===== src/hdl/tts_pkg.sv =====
// Package for the task table scheduler: request/result structs, state codes, op codes.
// No dependencies.
package tts_pkg;
    localparam int NUM_SLOTS = 64;

    typedef enum logic [2:0] {
        ST_FREE     = 3'd0,
        ST_READY    = 3'd1,
        ST_RUNNING  = 3'd2,
        ST_BLOCKED  = 3'd3,
        ST_WAITING  = 3'd4,
        ST_SLEEPING = 3'd5
    } t_slot_state;

    localparam logic [2:0] OP_CREATE   = 3'd0;
    localparam logic [2:0] OP_BLOCK    = 3'd1;
    localparam logic [2:0] OP_UNBLOCK  = 3'd2;
    localparam logic [2:0] OP_SLEEP    = 3'd3;
    localparam logic [2:0] OP_TICK     = 3'd4;
    localparam logic [2:0] OP_SCHEDULE = 3'd5;

    localparam logic [1:0] STS_OK   = 2'd0;
    localparam logic [1:0] STS_FULL = 2'd1;
    localparam logic [1:0] STS_BAD  = 2'd2;

    localparam logic [0:0] CFG_MS_PER_TICK = 1'd0;
    localparam logic [0:0] CFG_IDLE_SLOT   = 1'd1;

    typedef struct packed {
        logic [2:0]  operation;
        logic [5:0]  task_id;
        logic [7:0]  priority_req;
        logic        block_kind;
        logic [31:0] sleep_ms;
    } t_request;

    typedef struct packed {
        logic [5:0] result_slot;
        logic [5:0] running_slot;
        logic       switched;
        logic [1:0] status;
    } t_result;
endpackage


===== src/hdl/tts_ram.sv =====
// Generic single-port-write, single-read RAM with registered read data.
// No dependencies.
module tts_ram #(
    parameter int WIDTH = 8,
    parameter int DEPTH = 64
) (
    input  logic                     i_clk,
    input  logic                     i_we,
    input  logic [$clog2(DEPTH)-1:0] i_waddr,
    input  logic [WIDTH-1:0]         i_wdata,
    input  logic [$clog2(DEPTH)-1:0] i_raddr,
    output logic [WIDTH-1:0]         o_rdata
);
    logic [WIDTH-1:0] r_mem [DEPTH];

    always_ff @(posedge i_clk) begin
        if (i_we) begin
            r_mem[i_waddr] <= i_wdata;
        end
        o_rdata <= r_mem[i_raddr];
    end
endmodule


===== src/hdl/tts_div.sv =====
// Restoring divider, one quotient bit per cycle: 32-bit dividend by 10-bit divisor.
// No dependencies.
module tts_div (
    input  logic        i_clk,
    input  logic        i_rst_n,
    input  logic        i_start,
    input  logic [31:0] i_dividend,
    input  logic [9:0]  i_divisor,
    output logic        o_done,
    output logic [31:0] o_quotient
);
    logic [31:0] r_q;
    logic [9:0]  r_rem;
    logic [9:0]  r_div;
    logic [5:0]  r_cnt;
    logic        r_busy;
    logic [10:0] w_trial;
    logic [10:0] w_diff;

    assign w_trial = {r_rem, r_q[31]};
    assign w_diff  = w_trial - {1'b0, r_div};

    always_ff @(posedge i_clk) begin
        if (!i_rst_n) begin
            r_busy <= 1'b0;
            o_done <= 1'b0;
            r_cnt  <= '0;
        end else begin
            o_done <= 1'b0;
            if (i_start) begin
                r_busy <= 1'b1;
                r_q    <= i_dividend;
                r_rem  <= '0;
                r_div  <= (i_divisor == 10'd0) ? 10'd1 : i_divisor;
                r_cnt  <= 6'd0;
            end else if (r_busy) begin
                if (!w_diff[10]) begin
                    r_rem <= w_diff[9:0];
                    r_q   <= {r_q[30:0], 1'b1};
                end else begin
                    r_rem <= w_trial[9:0];
                    r_q   <= {r_q[30:0], 1'b0};
                end
                r_cnt <= r_cnt + 6'd1;
                if (r_cnt == 6'd31) begin
                    r_busy <= 1'b0;
                    o_done <= 1'b1;
                end
            end
        end
    end

    assign o_quotient = r_q;
endmodule


===== src/hdl/task_table_scheduler_core.sv =====
// Task table scheduler: slot table in RAM walked by a small sequencer, one request at a time.
// Steps, accepting edge to result strobe: schedule is a table sweep, a retire and a commit;
// tick and a full create are a table sweep, block/unblock a single slot access, block of the running task
// adds a schedule, sleep is a slot read, a divide, then a schedule. Busy stays high until the result.
// Requests are served one at a time through the single table read port and the one comparator in the sweep.
// Reset: synchronous active low; a clearing pass frees all slots with busy high.
module task_table_scheduler_core (
    input  logic              i_clk,
    input  logic              i_rst_n,
    input  logic              start,
    output logic              busy,
    input  tts_pkg::t_request i_request,
    input  logic              i_cfg_we,
    input  logic              i_cfg_index,
    input  logic [9:0]        i_cfg_data,
    output logic              o_result_valid,
    output tts_pkg::t_result  o_result
);
    import tts_pkg::*;

    localparam int AW = $clog2(NUM_SLOTS);
    localparam int EW = 3 + 8 + 32;

    typedef enum logic [3:0] {
        S_CLEAR, S_IDLE, S_CREATE, S_ACCESS, S_DIV, S_SLEEPWR,
        S_TICK, S_SCAN, S_CURFIX, S_COMMIT, S_DONE
    } t_state;

    t_state       r_state;
    logic [AW:0]  r_idx;          // sweep counter, one extra bit for the end
    logic [AW-1:0] r_waddr;
    logic         r_we;
    logic [EW-1:0] r_wdata;
    logic [AW-1:0] r_raddr;
    logic [EW-1:0] w_rdata;
    logic         r_rd_ok;        // a sweep read was issued at the last edge
    logic [AW-1:0] r_rd_addr;
    logic         r_pipe_ok;      // read data of r_pipe_addr valid this cycle
    logic [AW-1:0] r_pipe_addr;

    t_request     r_req;
    logic [9:0]   r_ms_per_tick;
    logic [5:0]   r_idle_slot;
    logic [31:0]  r_now;
    logic [AW-1:0] r_cur;
    logic         r_cur_valid;
    logic [AW-1:0] r_prev_cur;
    logic         r_prev_valid;
    logic [1:0]   r_status;
    logic         r_created;
    logic [AW-1:0] r_new_slot;
    logic         r_best_ok;
    logic [AW-1:0] r_best;
    logic [31:0]  r_best_ticks;
    logic         r_div_start;
    logic         w_div_done;
    logic [31:0]  w_quot;

    t_slot_state  w_st;
    logic [7:0]   w_pri;
    logic [31:0]  w_tk;
    logic         w_tid_ok;

    assign w_st  = t_slot_state'(w_rdata[EW-1 -: 3]);
    assign w_pri = w_rdata[39:32];
    assign w_tk  = w_rdata[31:0];
    assign w_tid_ok = ({1'b0, i_request.task_id} < 7'(NUM_SLOTS));

    tts_ram #(.WIDTH(EW), .DEPTH(NUM_SLOTS)) u_table (
        .i_clk  (i_clk),
        .i_we   (r_we),
        .i_waddr(r_waddr),
        .i_wdata(r_wdata),
        .i_raddr(r_raddr),
        .o_rdata(w_rdata)
    );

    tts_div u_div (
        .i_clk     (i_clk),
        .i_rst_n   (i_rst_n),
        .i_start   (r_div_start),
        .i_dividend(r_req.sleep_ms),
        .i_divisor (r_ms_per_tick),
        .o_done    (w_div_done),
        .o_quotient(w_quot)
    );

    assign busy = (r_state != S_IDLE);

    always_ff @(posedge i_clk) begin
        if (!i_rst_n) begin
            r_state        <= S_CLEAR;
            r_idx          <= '0;
            r_we           <= 1'b0;
            r_ms_per_tick  <= 10'd10;
            r_idle_slot    <= 6'd0;
            r_now          <= '0;
            r_cur          <= '0;
            r_cur_valid    <= 1'b0;
            o_result_valid <= 1'b0;
            r_div_start    <= 1'b0;
            r_rd_ok        <= 1'b0;
            r_pipe_ok      <= 1'b0;
        end else begin
            r_we           <= 1'b0;
            o_result_valid <= 1'b0;
            r_div_start    <= 1'b0;
            r_rd_ok        <= 1'b0;
            // the RAM returns data in the cycle after the address: tag it to match
            r_pipe_ok      <= r_rd_ok;
            r_pipe_addr    <= r_rd_addr;
            if (i_cfg_we) begin
                if (i_cfg_index == CFG_MS_PER_TICK) r_ms_per_tick <= i_cfg_data;
                else r_idle_slot <= i_cfg_data[5:0];
            end
            case (r_state)
                S_CLEAR: begin
                    // free one slot a cycle
                    r_we    <= 1'b1;
                    r_waddr <= r_idx[AW-1:0];
                    r_wdata <= {ST_FREE, 40'd0};
                    r_idx   <= r_idx + 1'b1;
                    if (r_idx == (AW+1)'(NUM_SLOTS - 1)) r_state <= S_IDLE;
                end
                S_IDLE: begin
                    if (start) begin
                        r_req        <= i_request;
                        r_prev_cur   <= r_cur;
                        r_prev_valid <= r_cur_valid;
                        r_status     <= STS_OK;
                        r_created    <= 1'b0;
                        r_best_ok    <= 1'b0;
                        r_idx        <= '0;
                        r_rd_ok      <= 1'b0;
                        case (i_request.operation)
                            OP_CREATE: begin
                                r_raddr <= '0; r_rd_addr <= '0; r_rd_ok <= 1'b1;
                                r_idx   <= (AW+1)'(1);
                                r_status <= STS_FULL;
                                r_state <= S_CREATE;
                            end
                            OP_BLOCK, OP_UNBLOCK: begin
                                if (!w_tid_ok) begin
                                    r_status <= STS_BAD;
                                    r_state  <= S_DONE;
                                end else begin
                                    r_raddr <= i_request.task_id[AW-1:0];
                                    r_state <= S_ACCESS;
                                end
                            end
                            OP_SLEEP: begin
                                if (!r_cur_valid) begin
                                    r_status <= STS_BAD;
                                    r_state  <= S_DONE;
                                end else begin
                                    r_raddr <= r_cur;
                                    r_state <= S_ACCESS;
                                end
                            end
                            OP_TICK: begin
                                r_now   <= r_now + 32'd1;
                                r_raddr <= '0; r_rd_addr <= '0; r_rd_ok <= 1'b1;
                                r_idx   <= (AW+1)'(1);
                                r_state <= S_TICK;
                            end
                            OP_SCHEDULE: begin
                                r_raddr <= '0; r_rd_addr <= '0; r_rd_ok <= 1'b1;
                                r_idx   <= (AW+1)'(1);
                                r_state <= S_SCAN;
                            end
                            default: begin
                                r_status <= STS_BAD;
                                r_state  <= S_DONE;
                            end
                        endcase
                    end
                end
                S_CREATE: begin
                    // first free slot wins; advance reads until found
                    if (r_pipe_ok && w_st == ST_FREE) begin
                        r_we      <= 1'b1;
                        r_waddr   <= r_pipe_addr;
                        r_wdata   <= {ST_READY, r_req.priority_req, 24'd0, r_req.priority_req};
                        r_created <= 1'b1;
                        r_new_slot <= r_pipe_addr;
                        r_status  <= STS_OK;
                        r_state   <= S_DONE;
                    end else if (r_idx == (AW+1)'(NUM_SLOTS)) begin
                        if (!r_rd_ok) r_state <= S_DONE;
                    end else begin
                        r_raddr   <= r_idx[AW-1:0];
                        r_rd_addr <= r_idx[AW-1:0];
                        r_rd_ok   <= 1'b1;
                        r_idx     <= r_idx + 1'b1;
                    end
                end
                S_ACCESS: begin
                    // wait for the registered read of the addressed slot
                    if (r_idx == '0) begin
                        r_idx <= (AW+1)'(1);
                    end else begin
                        r_state <= S_DONE;
                        case (r_req.operation)
                            OP_BLOCK: begin
                                if (w_st != ST_READY && w_st != ST_RUNNING) begin
                                    r_status <= STS_BAD;
                                end else begin
                                    r_we    <= 1'b1;
                                    r_waddr <= r_raddr;
                                    r_wdata <= {(r_req.block_kind ? ST_WAITING : ST_BLOCKED),
                                                w_rdata[39:0]};
                                    if (r_cur_valid && r_cur == r_raddr) begin
                                        r_raddr <= '0; r_rd_addr <= '0; r_rd_ok <= 1'b1;
                                        r_idx   <= (AW+1)'(1);
                                        r_state <= S_SCAN;
                                    end
                                end
                            end
                            OP_UNBLOCK: begin
                                if (w_st != ST_BLOCKED && w_st != ST_WAITING
                                    && w_st != ST_SLEEPING) begin
                                    r_status <= STS_BAD;
                                end else begin
                                    r_we    <= 1'b1;
                                    r_waddr <= r_raddr;
                                    r_wdata <= {ST_READY, w_rdata[39:0]};
                                end
                            end
                            default: begin
                                // sleep: hold the entry, start the divide
                                if (w_st != ST_RUNNING) begin
                                    r_status <= STS_BAD;
                                end else begin
                                    r_wdata     <= w_rdata;
                                    r_div_start <= 1'b1;
                                    r_state     <= S_DIV;
                                end
                            end
                        endcase
                    end
                end
                S_DIV: begin
                    if (w_div_done) begin
                        r_we    <= 1'b1;
                        r_waddr <= r_cur;
                        r_wdata <= {ST_SLEEPING, r_wdata[39:32],
                                    r_now + ((w_quot == 32'd0) ? 32'd1 : w_quot)};
                        r_state <= S_SLEEPWR;
                    end
                end
                S_SLEEPWR: begin
                    r_raddr <= '0; r_rd_addr <= '0; r_rd_ok <= 1'b1;
                    r_idx   <= (AW+1)'(1);
                    r_state <= S_SCAN;
                end
                S_TICK: begin
                    // wake due sleepers
                    if (r_pipe_ok && w_st == ST_SLEEPING && w_tk <= r_now) begin
                        r_we    <= 1'b1;
                        r_waddr <= r_pipe_addr;
                        r_wdata <= {ST_READY, w_pri, 32'd0};
                    end
                    if (r_idx == (AW+1)'(NUM_SLOTS)) begin
                        if (!r_rd_ok) r_state <= S_DONE;
                    end else begin
                        r_raddr   <= r_idx[AW-1:0];
                        r_rd_addr <= r_idx[AW-1:0];
                        r_rd_ok   <= 1'b1;
                        r_idx     <= r_idx + 1'b1;
                    end
                end
                S_SCAN: begin
                    // one compare per slot: keep the ready slot with most ticks
                    if (r_pipe_ok && w_st == ST_READY
                        && !(r_cur_valid && r_pipe_addr == r_cur)
                        && (!r_best_ok || w_tk > r_best_ticks)) begin
                        r_best_ok    <= 1'b1;
                        r_best       <= r_pipe_addr;
                        r_best_ticks <= w_tk;
                    end
                    if (r_idx == (AW+1)'(NUM_SLOTS)) begin
                        if (!r_rd_ok) begin
                            r_raddr <= r_cur;
                            r_state <= S_CURFIX;
                            r_idx   <= '0;
                        end
                    end else begin
                        r_raddr   <= r_idx[AW-1:0];
                        r_rd_addr <= r_idx[AW-1:0];
                        r_rd_ok   <= 1'b1;
                        r_idx     <= r_idx + 1'b1;
                    end
                end
                S_CURFIX: begin
                    // wait for the registered read of the current slot, then retire it
                    if (r_idx == '0) begin
                        r_idx <= (AW+1)'(1);
                    end else begin
                        if (r_cur_valid) begin
                            r_we    <= 1'b1;
                            r_waddr <= r_cur;
                            r_wdata <= {((w_st == ST_RUNNING) ? ST_READY : w_st), w_pri,
                                        ((w_tk == 32'd0) ? {24'd0, w_pri} : w_tk)};
                        end
                        // the idle slot register spans exactly the table
                        r_raddr <= r_best_ok ? r_best : r_idle_slot;
                        r_idx   <= '0;
                        r_state <= S_COMMIT;
                    end
                end
                S_COMMIT: begin
                    // read of next happens at the same edge as the retire write and returns stale data: forward it
                    if (r_idx == '0) begin
                        r_idx <= (AW+1)'(1);
                    end else begin
                        r_cur <= r_raddr;
                        if (((r_cur_valid && r_cur == r_raddr) ? r_wdata[EW-1 -: 3] : w_st)
                            != ST_FREE) begin
                            r_we        <= 1'b1;
                            r_waddr     <= r_raddr;
                            r_wdata     <= {ST_RUNNING,
                                ((r_cur_valid && r_cur == r_raddr) ? r_wdata[39:0]
                                                                  : w_rdata[39:0])};
                            r_cur_valid <= 1'b1;
                        end else begin
                            r_cur_valid <= 1'b0;
                        end
                        r_state <= S_DONE;
                    end
                end
                S_DONE: begin
                    o_result_valid        <= 1'b1;
                    o_result.result_slot  <= 6'(r_created ? r_new_slot : r_cur);
                    o_result.running_slot <= 6'(r_cur);
                    o_result.switched     <= (r_prev_cur != r_cur) || (r_prev_valid != r_cur_valid);
                    o_result.status       <= r_status;
                    r_state               <= S_IDLE;
                end
                default: r_state <= S_IDLE;
            endcase
        end
    end
endmodule

===== config.mk =====
export PLATFORM = sky130hd
export DESIGN_NAME = task_table_scheduler_core
export DESIGN_NICKNAME = d
export VERILOG_FILES = /design/src/hdl/tts_pkg.sv /design/src/hdl/tts_ram.sv /design/src/hdl/tts_div.sv /design/src/hdl/task_table_scheduler_core.sv
export SDC_FILE = /design/constraint.sdc
export NUM_CORES = 2
export LEC_CHECK = 0
export BUFFER_PORTS_ARGS = -buffer_cell sky130_fd_sc_hd__buf_4
export CAP_MARGIN = 10
export CORE_ASPECT_RATIO = 0.6
export CORE_UTILIZATION = 52
export DETAILED_ROUTE_END_ITERATION = 8
export GPL_TIMING_DRIVEN = 1
export PLACE_DENSITY_LB_ADDON = 0.2
export SETUP_SLACK_MARGIN = 0.1
export SLEW_MARGIN = 20
export SYNTH_ARGS = -nofsm -noshare
export SYNTH_HDL_FRONTEND = slang
export SYNTH_SLANG_ARGS = --single-unit

===== constraint.sdc =====
create_clock -name i_clk -period 6 [get_ports i_clk]
set_clock_uncertainty 0.2 [all_clocks]
set_input_delay 1.8 -clock i_clk [delete_from_list [all_inputs] [get_ports i_clk]]
set_output_delay 1.8 -clock i_clk [all_outputs]
set_load 0.01 [all_outputs]

==> run metrics <==
status complete, no violations; cts bufs inserted 277; GR Overflow Total 0; largest net degree at the start of global routing 143; Placed Area 0.128 mm²; Placer Congestion 0.897; drt pass-1 iters 7; WL met3 43.7 mm; mapped cell area 0.122 mm²; drc violations 0; fmax 0.207 GHz; DRT antenna net count 0; die area roughly 0.24 mm²; Power Dens Cells 357 mW/mm²; overall routing resource usage 0.280; Leak roughly 43 nW; Die W 628 µm; HP Start r_status[0]; Synth Net Count 5829; Post-CTS Setup Bufs 0; CP startpoint u_div.o_quotient[25]; unrepaired setup endpoints after global routing false; nets 6071; M1 WL 141 mm; EDFF count, synth roughly 3000; vias per cell 6.71; Critical Path RT around 6400 ps; post-route clock period utilization 0.807; CTS tree done; Clock Tree Buf Depth 4; Vias 61939; CTS resizes 0; worst r2r src u_div.o_quotient[25]; I/O pin count 82; clock root cell clkbuf_16; share of cells above drive strength 1 0.279; Max VDD drop 279 µV; max-slew violations 0; met2 WL approximately 140 mm; Sw Ratio 0.241; sequential share of power 0.534; P_sw approximately 12 mW; final WL ~330 mm; Crit Path Max Fanout 5; Synthesis Warnings 0; vias in the first global route 58682; asr flop ratio synth 0; Rel. slew slack 0.229; Clock Pin Slew Worst Setup and Hold Paths 70 ps; Clock Latency Late Sink between 800 and 900 ps; top sig layer met4; Max-Cap Viols 0; Starting DRT DRC Count 10053; final non-filler cell area between 0.1 and 0.15 mm²; critical path launch point type flop; WL/cell 36.1 µm; Worst Setup End Kind flop; Final setup viols 0; htree depth 5; Distinct cells, synth between 70 and 80; Slew @ Worst Pin 1160 ps; setup TNS 0 ps; setup slack after layout 1160 ps; Port Buffers between 80 and 90; Detail Placement HPWL 188 mm; Post-CTS Hold Buffers 0; Fillers 16605; post-layout minimum cycle time 4840 ps; commonest non-fill, non-tap cell in the layout edfxtp_1; FP Rows 137; top_reg_cell synth edfxtp_1; core area 0.233 mm²; Hold Path Class reg -> reg; initial core utilization 0.525; clock sink count 3107; Final Hold Fails 0; P_int between 30 and 40 mW; dpl ws 1270 ps; critical path class reg -> reg; Clock power frac 0.359; Die H ~380 µm; Syn Area/Cell 21.6 µm²; antenna violations before repair 8; Post-Syn Instances 5653; first-pass GRT wire length 461 mm; flops & latches, synth 3107; part of the power in combinational logic 0.107; crit path DAT approximately 5200 ps; Area Overhead vs Synth 11.8%; most frequent cells in the layout 2985 x edfxtp_1, 900 x mux4_2, 290 x clkbuf_16; sequential area share after synthesis 0.753
==> critical path, cell delays in order (launching register included) <==
cell and delay (ps):
edfxtp_1 420, nor4_1 490, nand4_1 380, o21bai_1 240, ha_1 210, inv_1 70, fa_1 430, nor2b_1 160
o31a_1 190, o211ai_1 120, a21boi_0 550, a21o_1 320, a211oi_1 140, o21ai_0 390, xnor2_1 170, o21ai_0 90
==> final timing paths <==
path	end	slack, ps	cells past startpoint
worst min register to register	o_result[0]	230	0
worst max-delay path	r_wdata[24]	1160	15
worst max register to register	r_wdata[24]	1160	15
worst min-delay path	o_result[0]	230	0
==> per-layer routing <==
metal	vias up	track usage
met5	-	0
met4	0	0.0544
met3	416	0.0729
met2	4087	0.389
met1	33316	0.449
li1	24120	-
==> power groups by stage <==
stage | clock (mW) | combinational (mW) | sequential, mW
after floorplan | 0 | 2.71 | 26.7
after global placement | 0 | 5.04 | 26.5
after detailed placement | 0 | 5.17 | 26.5
after CTS | 17.6 | 5.18 | 26.0
after global routing | 18.5 | 5.50 | 26.1
final | 17.5 | 5.22 | 26.0
==> registers in the layout, summed over array words and instances (netlist names), 10 cells and up <==
signal            cells
r_ms_per_tick        10
u_table.o_rdata      43
r_best_ticks         32
u_div.r_rem          10
u_table.r_mem      2752
r_wdata              43
r_now                32
u_div.o_quotient     32
o_result             15
r_req                44
u_div.r_div          10
==> cell type report <==
class                      count  area, µm²  share of cell area
tap                         3127       3910              0.0286
antenna                        4       10.0           0.0000732
inverter                     100        375             0.00275
timing repair buffer         283       2670              0.0196
clock buffer                 389       7810              0.0571
sequential                  3107      92100               0.674
multi-input combinational   2126      29000               0.212
clock inverter               101        870             0.00636
==> cells in the mapped netlist, types with 7 or more instances <==
library cell  number  area share
nand3_1           45      0.0018
mux4_2           900        0.17
o21ai_0           85      0.0035
mux2i_1           17      0.0014
a221o_1           12     0.00098
xor2_1            25      0.0018
xnor2_1           61      0.0044
nand2b_1          19     0.00097
a22o_1            22      0.0016
o221ai_1           7     0.00050
nor2_1           180      0.0055
mux2_2            53      0.0049
edfxtp_1        2985        0.73
a222oi_1           8     0.00065
nor3b_1            9     0.00055
or3_1             14     0.00072
a21o_1            25      0.0015
ha_1             109       0.011
inv_1             99      0.0030
nor3_1            32      0.0013
and2_1            13     0.00067
nand2_1          152      0.0047
o21a_1            11     0.00068
buf_1             40      0.0012
a21oi_1          114      0.0047
buf_2             67      0.0027
nand4_1           27      0.0014
a211oi_1          14     0.00086
dfxtp_1          122       0.020
nor4_1            34      0.0017
and3_1            20      0.0010
clkbuf_1         189      0.0058
buf_4             20      0.0012
nor2b_1           25      0.0013
==> per-stage QoR <==
| step | hold WS, ps | total power [mW] | utilization | instances |
|---|---|---|---|---|
| finish | 225 | 48.8 | 0.586 | 9237 |
| floorplan | 200 | 29.4 | - | 5653 |
| global placement | 203 | 31.5 | 0.548 | 8737 |
| CTS | 225 | 48.8 | 0.586 | 9231 |
| global route | 232 | 50.0 | 0.586 | 9233 |
| detailed placement | 210 | 31.7 | 0.549 | 8741 |
==> cell families (layout without fill, tap and decap cells) <==
logic type | count (synthesis) | count (layout) | synth area share
muxes | 970 | 970 | 0.172
buffers and inverters | 420 | 873 | 0.0144
AOI/OAI and AO/OA | 357 | 357 | 0.0188
adders and majority gates | 111 | 111 | 0.0115
xor gates and xnor gates | 86 | 86 | 0.00616
and+or+nand+nor | 602 | 602 | 0.0241
other | 0 | 4 | 0
DFF | 3107 | 3107 | 0.753
No activity file was read; power rests on OpenSTA's default activity.
